## config.mk

```make
export PLATFORM = sky130hd
export DESIGN_NAME = hourly_light_dimmer_with_ramp_unit_flat
export DESIGN_NICKNAME = d
export VERILOG_FILES = /design/src/sv/hldr_pkg.sv /design/src/sv/hldr_if.sv /design/src/sv/hldr_table.sv /design/src/sv/hourly_light_dimmer_with_ramp_unit.sv /design/src/flat_wrapper.sv
export SDC_FILE = /design/constraint.sdc
export NUM_CORES = 1
export LEC_CHECK = 0
export BUFFER_PORTS_ARGS = -buffer_cell sky130_fd_sc_hd__buf_2
export CAP_MARGIN = 25
export CORE_MARGIN = 2
export CORE_UTILIZATION = 61
export CTS_CLUSTER_DIAMETER = 200
export DETAILED_ROUTE_END_ITERATION = 8
export GPL_ROUTABILITY_DRIVEN = 0
export PLACE_DENSITY = 0.78
export SLEW_MARGIN = 15
export SYNTH_ARGS = -nofsm -noshare
export SYNTH_HDL_FRONTEND = slang
export SYNTH_SLANG_ARGS = --single-unit
```

## constraint.sdc

```tcl
create_clock -name clk -period 30.2 [get_ports clk]
set_input_delay 4.53 -clock clk [delete_from_list [all_inputs] [get_ports clk]]
set_output_delay 4.53 -clock clk [all_outputs]
set_load 0.1 [all_outputs]
```

## src/sv/hldr_pkg.sv

```systemverilog
// types, constants and arithmetic helpers for the hourly light dimmer
`timescale 1ns / 1ps
package hldr_pkg;

    localparam int TABLE_SLOTS = 24;
    localparam int RAMP_STEPS  = 100;
    localparam int ADDR_W      = 5;
    localparam int LEVEL_W     = 7;
    localparam int ACC_W       = 15;

    localparam logic [ADDR_W-1:0]  LAST_HOUR  = 5'd23;
    localparam logic [LEVEL_W-1:0] DOOR_LEVEL = 7'd50;
    localparam logic [LEVEL_W-1:0] FULL_LEVEL = 7'd100;

    // x / 100 as (x * 5243) >> 19, exact for x below 2^15
    localparam int RECIP_100    = 5243;
    localparam int RECIP_SHIFT  = 19;
    localparam int DUTY_LIN_MUL = 255 * RECIP_100;
    localparam int DUTY_INV_MUL = 158 * RECIP_100;

    localparam logic [1:0] REG_PWM_CURVE       = 2'd0;
    localparam logic [1:0] REG_SMOOTH_INTERVAL = 2'd1;
    localparam logic [1:0] REG_SCHED_INTERVAL  = 2'd2;

    typedef enum logic [1:0] {
        FUNC_TICK  = 2'd0,
        FUNC_WRITE = 2'd1,
        FUNC_READ  = 2'd2,
        FUNC_DOOR  = 2'd3
    } func_t;

    typedef logic [LEVEL_W-1:0] level_t;

    typedef struct packed {
        logic              wr_en;
        logic              rd_en;
        logic [ADDR_W-1:0] addr;
        level_t            data;
    } tbl_req_t;

    // signed quotient of a by 100, cut toward zero
    function automatic logic [7:0] div100(input logic [ACC_W-1:0] a);
        logic [ACC_W-1:0] mag;
        logic [26:0]      prod;
        logic [7:0]       q;
        mag  = a[ACC_W-1] ? (~a + 15'd1) : a;
        prod = 27'(mag[ACC_W-2:0]) * 27'(RECIP_100);
        q    = {1'b0, prod[RECIP_SHIFT +: LEVEL_W]};
        return a[ACC_W-1] ? (~q + 8'd1) : q;
    endfunction

    function automatic logic [7:0] duty_of(input logic curve, input level_t level);
        logic [27:0] prod;
        if (!curve)
        begin
            prod = 28'(level) * 28'(DUTY_LIN_MUL);
        end
        else if (level > FULL_LEVEL)
        begin
            prod = '0;
        end
        else
        begin
            prod = 28'(FULL_LEVEL - level) * 28'(DUTY_INV_MUL);
        end
        return prod[RECIP_SHIFT +: 8];
    endfunction

endpackage

```

## src/sv/hldr_if.sv

```systemverilog
// handshake channel interfaces for the hourly light dimmer
`timescale 1ns / 1ps
interface hldr_in_if;
    import hldr_pkg::*;
    logic        valid;
    logic        ready;
    func_t       func;
    logic [4:0]  hour;
    logic        clock_valid;
    logic [7:0]  value;
    modport source (output valid, func, hour, clock_valid, value, input ready);
    modport sink (input valid, func, hour, clock_valid, value, output ready);
endinterface

interface hldr_out_if;
    logic        valid;
    logic        ready;
    logic [6:0]  intensity;
    logic [7:0]  pwm_duty;
    logic        ballast_on;
    logic [6:0]  ramp_target;
    logic [6:0]  ramp_step;
    logic [6:0]  entry_value;
    logic        status;
    modport source (output valid, intensity, pwm_duty, ballast_on, ramp_target, ramp_step,
                    entry_value, status, input ready);
    modport sink (input valid, intensity, pwm_duty, ballast_on, ramp_target, ramp_step,
                  entry_value, status, output ready);
endinterface

interface hldr_cfg_if;
    logic        valid;
    logic        ready;
    logic [1:0]  index;
    logic [31:0] data;
    modport source (output valid, index, data, input ready);
    modport sink (input valid, index, data, output ready);
endinterface

```

## src/sv/hldr_table.sv

```systemverilog
// hourly intensity memory with per-entry written flags and registered read
`timescale 1ns / 1ps
module hldr_table
(
    input  logic                clk,
    input  logic                rst_n,
    input  hldr_pkg::tbl_req_t  req,
    output hldr_pkg::level_t    rd_data,
    output logic                rd_hit
);
    import hldr_pkg::*;

    level_t                 mem [0:TABLE_SLOTS-1];
    logic [TABLE_SLOTS-1:0] written_reg;
    level_t                 rd_data_reg;
    logic                   rd_hit_reg;

    always_ff @(posedge clk)
    begin
        if (req.wr_en)
        begin
            mem[req.addr] <= req.data;
        end
        if (req.rd_en)
        begin
            rd_data_reg <= mem[req.addr];
        end
    end

    always_ff @(posedge clk or negedge rst_n)
    begin
        if (!rst_n)
        begin
            written_reg <= '0;
            rd_hit_reg  <= 1'b0;
        end
        else
        begin
            if (req.wr_en)
            begin
                written_reg[req.addr] <= 1'b1;
            end
            if (req.rd_en)
            begin
                rd_hit_reg <= written_reg[req.addr];
            end
        end
    end

    assign rd_data = rd_data_reg;
    assign rd_hit  = rd_hit_reg;

endmodule

```

## src/sv/hourly_light_dimmer_with_ramp_unit.sv

```systemverilog
// Hourly light dimmer with linear ramp. Items are taken at one per cycle with no gaps while the
// result side is ready; a stalled output holds stage one and so the input. Each item is
// registered and the hour table read through the registered memory port at acceptance; the
// state update and the output register are then taken together when stage one advances. The
// table's written flags clear at reset, so there is no clearing pass and items are accepted from
// the first cycle after reset. Configuration is always ready.
`timescale 1ns / 1ps
module hourly_light_dimmer_with_ramp_unit
(
    input  logic        clk,
    input  logic        rst_n,
    hldr_in_if.sink     item,
    hldr_out_if.source  result,
    hldr_cfg_if.sink    cfg
);
    import hldr_pkg::*;

    // configuration
    logic        curve_reg;
    logic [31:0] smooth_int_reg;
    logic [31:0] sched_int_reg;

    // dimmer state
    level_t             level_reg, level_next;
    level_t             begin_reg, begin_next;
    level_t             end_reg, end_next;
    level_t             step_reg, step_next;
    logic [ACC_W-1:0]   acc_reg, acc_next;
    logic               doors_reg, doors_next;
    logic               relays_reg, relays_next;
    logic [31:0]        smooth_el_reg, smooth_el_next;
    logic [31:0]        sched_el_reg, sched_el_next;

    // stage one
    logic        s1_valid_reg;
    func_t       s1_func_reg;
    logic        s1_clock_valid_reg;
    logic        s1_range_reg;
    logic        s1_door_bit_reg;
    logic        s1_advance;
    logic        s1_hit;

    // output word
    logic        out_valid_reg;
    level_t      out_level_reg;
    logic        out_ballast_reg;
    level_t      out_target_reg;
    level_t      out_step_reg;
    level_t      out_entry_reg;
    logic        out_status_reg;
    level_t      entry_next;
    logic        status_next;

    tbl_req_t    tbl_req;
    level_t      tbl_rd_data;
    logic        tbl_rd_hit;
    logic        in_accept;
    logic        in_range;

    logic signed [7:0] ramp_diff;
    logic [7:0]        first_diff;
    logic [7:0]        ramp_level;
    logic              check;
    level_t            target;
    level_t            step_inc;

    assign s1_advance = s1_valid_reg && (!out_valid_reg || result.ready);
    assign item.ready = !s1_valid_reg || s1_advance;
    assign in_accept  = item.valid && item.ready;
    assign in_range   = (item.hour <= LAST_HOUR);
    assign s1_hit     = s1_range_reg && tbl_rd_hit;
    assign cfg.ready  = 1'b1;

    always_comb
    begin
        tbl_req.wr_en = in_accept && in_range && (item.func == FUNC_WRITE);
        tbl_req.rd_en = in_accept && in_range;
        tbl_req.addr  = item.hour;
        tbl_req.data  = (item.value > 8'(FULL_LEVEL)) ? FULL_LEVEL : item.value[LEVEL_W-1:0];
    end

    hldr_table u_table
    (
        .clk     (clk),
        .rst_n   (rst_n),
        .req     (tbl_req),
        .rd_data (tbl_rd_data),
        .rd_hit  (tbl_rd_hit)
    );

    always_ff @(posedge clk or negedge rst_n)
    begin
        if (!rst_n)
        begin
            curve_reg      <= 1'b1;
            smooth_int_reg <= 32'd100;
            sched_int_reg  <= 32'd1000;
        end
        else if (cfg.valid && cfg.ready)
        begin
            unique case (cfg.index)
                REG_PWM_CURVE:       curve_reg      <= cfg.data[0];
                REG_SMOOTH_INTERVAL: smooth_int_reg <= cfg.data;
                REG_SCHED_INTERVAL:  sched_int_reg  <= cfg.data;
                default: ;
            endcase
        end
    end

    always_ff @(posedge clk)
    begin
        if (in_accept)
        begin
            s1_func_reg        <= item.func;
            s1_clock_valid_reg <= item.clock_valid;
            s1_range_reg       <= in_range;
            s1_door_bit_reg    <= item.value[0];
        end
        if (s1_advance)
        begin
            out_level_reg   <= level_next;
            out_ballast_reg <= relays_next;
            out_target_reg  <= end_next;
            out_step_reg    <= step_next;
            out_entry_reg   <= entry_next;
            out_status_reg  <= status_next;
        end
    end

    assign ramp_diff  = $signed({1'b0, end_reg}) - $signed({1'b0, begin_reg});
    assign ramp_level = {1'b0, begin_reg} +
                        div100(acc_reg + {{(ACC_W-8){ramp_diff[7]}}, ramp_diff});
    assign step_inc   = step_reg + 7'd1;

    always_comb
    begin
        level_next     = level_reg;
        begin_next     = begin_reg;
        end_next       = end_reg;
        step_next      = step_reg;
        acc_next       = acc_reg;
        doors_next     = doors_reg;
        relays_next    = relays_reg;
        smooth_el_next = smooth_el_reg;
        sched_el_next  = sched_el_reg;
        check          = 1'b0;
        target         = '0;
        first_diff     = '0;
        entry_next     = '0;
        status_next    = 1'b0;
        if (s1_advance)
        begin
            unique case (s1_func_reg)
                FUNC_TICK:
                begin
                    if (smooth_el_reg != '1)
                    begin
                        smooth_el_next = smooth_el_reg + 32'd1;
                    end
                    if (sched_el_reg != '1)
                    begin
                        sched_el_next = sched_el_reg + 32'd1;
                    end
                    if (smooth_el_next >= smooth_int_reg && level_reg != end_reg)
                    begin
                        acc_next       = acc_reg + {{(ACC_W-8){ramp_diff[7]}}, ramp_diff};
                        level_next     = ramp_level[LEVEL_W-1:0];
                        step_next      = step_inc;
                        smooth_el_next = '0;
                        if (step_inc >= 7'(RAMP_STEPS))
                        begin
                            step_next  = '0;
                            acc_next   = '0;
                            level_next = end_reg;
                        end
                    end
                    if (sched_el_next >= sched_int_reg)
                    begin
                        sched_el_next = '0;
                        check         = 1'b1;
                    end
                end
                FUNC_WRITE:
                begin
                    status_next = !s1_range_reg;
                end
                FUNC_READ:
                begin
                    status_next = !s1_range_reg;
                    entry_next  = s1_hit ? tbl_rd_data : '0;
                end
                FUNC_DOOR:
                begin
                    doors_next = s1_door_bit_reg;
                    check      = 1'b1;
                end
                default: ;
            endcase

            if (check)
            begin
                if (doors_next)
                begin
                    target = DOOR_LEVEL;
                end
                else
                begin
                    target      = (s1_clock_valid_reg && s1_hit) ? tbl_rd_data : '0;
                    relays_next = (target != '0);
                end
                if (target != level_next && target != end_next)
                begin
                    begin_next = level_next;
                    end_next   = target;
                    step_next  = '0;
                    acc_next   = '0;
                    // first step of a fresh ramp moves only for a full-scale swing
                    if (smooth_el_next >= smooth_int_reg)
                    begin
                        first_diff     = {1'b0, target} - {1'b0, level_next};
                        step_next      = 7'd1;
                        acc_next       = {{(ACC_W-8){first_diff[7]}}, first_diff};
                        smooth_el_next = '0;
                        if (first_diff == 8'(RAMP_STEPS))
                        begin
                            level_next = level_next + 7'd1;
                        end
                        else if (first_diff == 8'(-RAMP_STEPS))
                        begin
                            level_next = level_next - 7'd1;
                        end
                    end
                end
            end
        end
    end

    always_ff @(posedge clk or negedge rst_n)
    begin
        if (!rst_n)
        begin
            level_reg     <= '0;
            begin_reg     <= '0;
            end_reg       <= '0;
            step_reg      <= '0;
            acc_reg       <= '0;
            doors_reg     <= 1'b0;
            relays_reg    <= 1'b0;
            smooth_el_reg <= '0;
            sched_el_reg  <= '0;
            s1_valid_reg  <= 1'b0;
            out_valid_reg <= 1'b0;
        end
        else
        begin
            level_reg     <= level_next;
            begin_reg     <= begin_next;
            end_reg       <= end_next;
            step_reg      <= step_next;
            acc_reg       <= acc_next;
            doors_reg     <= doors_next;
            relays_reg    <= relays_next;
            smooth_el_reg <= smooth_el_next;
            sched_el_reg  <= sched_el_next;
            if (item.ready)
            begin
                s1_valid_reg <= item.valid;
            end
            if (s1_advance)
            begin
                out_valid_reg <= 1'b1;
            end
            else if (result.ready)
            begin
                out_valid_reg <= 1'b0;
            end
        end
    end

    assign result.valid       = out_valid_reg;
    assign result.intensity   = out_level_reg;
    assign result.pwm_duty    = duty_of(curve_reg, out_level_reg);
    assign result.ballast_on  = out_ballast_reg;
    assign result.ramp_target = out_target_reg;
    assign result.ramp_step   = out_step_reg;
    assign result.entry_value = out_entry_reg;
    assign result.status      = out_status_reg;

    // ramp accumulator always equals step count times ramp span
    assert property (@(posedge clk) disable iff (!rst_n)
        acc_reg == ($signed({8'b0, step_reg}) * $signed({{(ACC_W-8){ramp_diff[7]}}, ramp_diff})))
        else $error("ramp accumulator out of step");

    assert property (@(posedge clk) disable iff (!rst_n)
        step_reg < 7'(RAMP_STEPS))
        else $error("ramp step counter past end");

    assert property (@(posedge clk) disable iff (!rst_n)
        level_reg <= FULL_LEVEL && end_reg <= FULL_LEVEL && begin_reg <= FULL_LEVEL)
        else $error("level above full scale");

    assert property (@(posedge clk) disable iff (!rst_n)
        s1_advance |=> out_valid_reg)
        else $error("word lost between stage one and output");

endmodule
```

## src/flat_wrapper.sv

```systemverilog
// flat-port wrapper written by rule: the top's interface ports become plain ports
module hourly_light_dimmer_with_ramp_unit_flat import hldr_pkg::*;
  (clk, rst_n, item_valid, item_func, item_hour, item_clock_valid, item_value, item_ready, result_valid, result_intensity, result_pwm_duty, result_ballast_on, result_ramp_target, result_ramp_step, result_entry_value, result_status, result_ready, cfg_valid, cfg_index, cfg_data, cfg_ready);
  hldr_in_if item_i ();
  hldr_out_if result_i ();
  hldr_cfg_if cfg_i ();
  input  logic clk;
  input  logic rst_n;
  input wire logic [$bits(item_i.valid)-1:0] item_valid;
  input wire logic [$bits(item_i.func)-1:0] item_func;
  input wire logic [$bits(item_i.hour)-1:0] item_hour;
  input wire logic [$bits(item_i.clock_valid)-1:0] item_clock_valid;
  input wire logic [$bits(item_i.value)-1:0] item_value;
  output wire logic [$bits(item_i.ready)-1:0] item_ready;
  output wire logic [$bits(result_i.valid)-1:0] result_valid;
  output wire logic [$bits(result_i.intensity)-1:0] result_intensity;
  output wire logic [$bits(result_i.pwm_duty)-1:0] result_pwm_duty;
  output wire logic [$bits(result_i.ballast_on)-1:0] result_ballast_on;
  output wire logic [$bits(result_i.ramp_target)-1:0] result_ramp_target;
  output wire logic [$bits(result_i.ramp_step)-1:0] result_ramp_step;
  output wire logic [$bits(result_i.entry_value)-1:0] result_entry_value;
  output wire logic [$bits(result_i.status)-1:0] result_status;
  input wire logic [$bits(result_i.ready)-1:0] result_ready;
  input wire logic [$bits(cfg_i.valid)-1:0] cfg_valid;
  input wire logic [$bits(cfg_i.index)-1:0] cfg_index;
  input wire logic [$bits(cfg_i.data)-1:0] cfg_data;
  output wire logic [$bits(cfg_i.ready)-1:0] cfg_ready;
  assign item_i.valid = item_valid;
  assign item_i.func = item_func;
  assign item_i.hour = item_hour;
  assign item_i.clock_valid = item_clock_valid;
  assign item_i.value = item_value;
  assign item_ready = item_i.ready;
  assign result_valid = result_i.valid;
  assign result_intensity = result_i.intensity;
  assign result_pwm_duty = result_i.pwm_duty;
  assign result_ballast_on = result_i.ballast_on;
  assign result_ramp_target = result_i.ramp_target;
  assign result_ramp_step = result_i.ramp_step;
  assign result_entry_value = result_i.entry_value;
  assign result_status = result_i.status;
  assign result_i.ready = result_ready;
  assign cfg_i.valid = cfg_valid;
  assign cfg_i.index = cfg_index;
  assign cfg_i.data = cfg_data;
  assign cfg_ready = cfg_i.ready;
  hourly_light_dimmer_with_ramp_unit u_core (.clk(clk), .rst_n(rst_n), .item(item_i), .result(result_i), .cfg(cfg_i));
endmodule
```

==> summary.txt <==
Status
  – Status: complete, no violations

Route
  – Antenna Nets Post-Route: 0
  – DRT iter0 DRCs: 1,916
  – Routed via count: 22,500
  – DRT Pass-1 Iters: 6
  – WL final: 72,500 um
  – DRC violations left: 0
  – Vias per Instance: 6.11
  – WL/cell: 19.7 um

Timing
  – Tightest Pin Transition: 1.05 ns
  – Slew Limit Fails: 0
  – Final setup violation count: 0
  – Maximum clock rate: 65.5 MHz
  – RSZ-0062 raised after global routing: false
  – Final period util: 50.5%
  – Final hold vios: 0
  – Fin crit period: 15.26 ns
  – Headroom to the max-slew limit: 29.7%
  – Fin Setup TNS: 0 ns
  – Worst Clk Skew: 0.0408 ns

Clocking
  – Hold Buf Count CTS: 0
  – CTS Buffer Depth: 3
  – H-Tree Depth: 2
  – Post_cts resized: 0
  – Setup Fix Bufs, Post-CTS: 0
  – CTS sink cnt: 411
  – Clk_lat worst skew: 0.60 ns
  – Root Driver: clkbuf_16
  – CTS buffer count: 44
  – CTS tree: built
  – Clk slew on worst S/H paths: 0.06 ns

Die
  – Core Area: 50,200 sq um
  – Die height: 229 um
  – Die W: 229 um
  – I/O Pins: 96
  – Row cnt: 82
  – Die area: 52,600 sq um
  – Initial core utilization: 61.8%

Logic synthesis
  – Register area share after synthesis: 36.6%
  – Yosys warning count: 0
  – Synthesized area per cell: 10.7 sq um
  – Most used DFF post-synth: edfxtp_1
  – Count leader, synth: ha_1
  – Post-synth top area cell: edfxtp_1
  – Syn_nets: 3,464
  – Synth Cell Area: 31,000 sq um
  – Yosys cell types: 89
  – Cells after Synth: 2,902
  – Top-area cell type share of the netlist area: 20.3%
  – Yosys reg bits: 411
  – EDFF count, synth: 210
  – Asr flop ratio synth: 48.9%
  – Synth top area cells: edfxtp_1, ha_1, dfrtp_1
  – Commonest cells in the netlist: ha_1, inv_1, edfxtp_1

Place
  – Post-DP Area: 32,100 sq um
  – Post-DP HPWL: 53,500 um
  – IO buf count: 94

Cells and area
  – Largest register FFs: 168
  – Diodes inserted: 0
  – Layout cell share with drive strength beyond 1: 12.7%
  – Post-route cell area: 33,700 sq um
  – Syn-to-layout area delta: 8.58%
  – # fillers: 3,693
  – Top reg by flops: u_core.u_table.mem
  – Net count, final: 3,529

Global route
  – Number of global-route vias before repair: 23,000
  – Initial antenna violation count: 0
  – Total gr overflow: 0
  – GRT Util Overall: 28.0%
  – Largest net degree at the start of global routing: 82
  – First-pass GRT wire length: 119,000 um

Setup path
  – Crit-path max FO: 22
  – CP peak stage delay: 0.94 ns
  – Required time of the critical path: 30.60 ns
  – Slowest cell on crit path: a21oi_2
  – Kind of critical path: reg -> reg
  – Setup crit start kind: flop
  – Critical Path Most Common Cell: ha_1
  – CP arrival: 15.65 ns
  – Critical path capture point type: flop

Run
  – Max Cap Viol: 0

Hold path
  – HP Class: reg -> reg
-- critical path: cells and delay by family (launching register included) --
| kind | cells | cell delay (ns) |
|---|---|---|
| adders and majority gates | 11 | 4.21 |
| muxes | 1 | 0.31 |
| AOI/OAI and AO/OA | 17 | 4.65 |
| and+or+nand+nor | 17 | 3.73 |
| DFF | 1 | 0.48 |
| buffers and inverters | 5 | 0.42 |
| xor gates and xnor gates | 4 | 1.21 |
-- worst paths after layout --
check                                               from                             to  slack, ns  cells after the start
min reg2reg                u_core.u_table.written_reg[6]  u_core.u_table.written_reg[6]       0.46                      1
min                        u_core.u_table.written_reg[6]  u_core.u_table.written_reg[6]       0.46                      1
max                                    u_core.end_reg[1]     u_core.result.intensity[6]      14.94                     55
max reg2reg                            u_core.end_reg[1]     u_core.result.intensity[6]      14.94                     55
max in group asynchronous                          rst_n       u_core.smooth_int_reg[5]      24.21                      4
min in group asynchronous                          rst_n             u_core.acc_reg[14]       3.93                      1
-- routing by layer --
layer	share of wire, %	global-route usage [%]
met2	49	47.8
met1	42	37.1
met5	0	0
met3	6.2	3.71
met4	2.8	8.69
-- area by class of cell --
class,instances,area [sq um],area share (%)
inverters,348,1310,3.88
flip-flops and latches,411,11300,33.7
clock buffers,59,1210,3.59
well taps,672,841,2.50
clock inverters,23,283,0.840
multi-input cells,2047,18000,53.4
repair buffers,115,683,2.03
-- metrics by stage --
step | util (%) | hold slack [ns] | worst slack (ns) | instances
floorplan | - | 0.434 | 16.39 | 2902
CTS | 66.9 | 0.462 | 15.09 | 3672
finish | 67.1 | 0.463 | 14.94 | 3675
global route | 67.1 | 0.487 | 13.90 | 3675
global placement | 64.0 | 0.446 | 15.87 | 3590
detailed placement | 64.0 | 0.447 | 15.20 | 3590
-- cell families after synthesis --
kind of cell    count (synthesis)  synth area share (%)
simple gates                  692                  11.2
fa+ha+maj                     507                  23.4
compound gates                507                  10.8
buf+inv                       444                  5.39
flops                         411                  36.6
xor+xnor                      190                  5.41
mux                           150                  7.12
other cells                     1                0.0121
-- placed cells by master (no fill, tap or decap), types with 11 or more instances in the layout --
master,instances
a211oi_1,17
a21o_1,34
a21oi_1,90
a22o_1,50
a22oi_1,11
a31oi_1,23
and2_1,26
and3_1,38
and4_1,11
buf_2,92
buf_4,19
clkbuf_16,44
dfrtp_1,191
edfxtp_1,210
fa_1,121
ha_1,386
inv_1,344
mux2_2,83
mux2i_1,19
mux4_2,48
nand2_1,188
nand2b_1,21
nand3_1,52
nand4_1,40
nor2_1,153
nor2b_1,36
nor3_1,28
nor4_1,11
o211ai_1,12
o21a_1,15
o21ai_0,135
o31ai_1,31
or2_2,37
xnor2_1,126
xor2_1,63
Power is not shown: default switching activity piles up to over one toggle a cycle in this logic, so the estimate is an artifact.
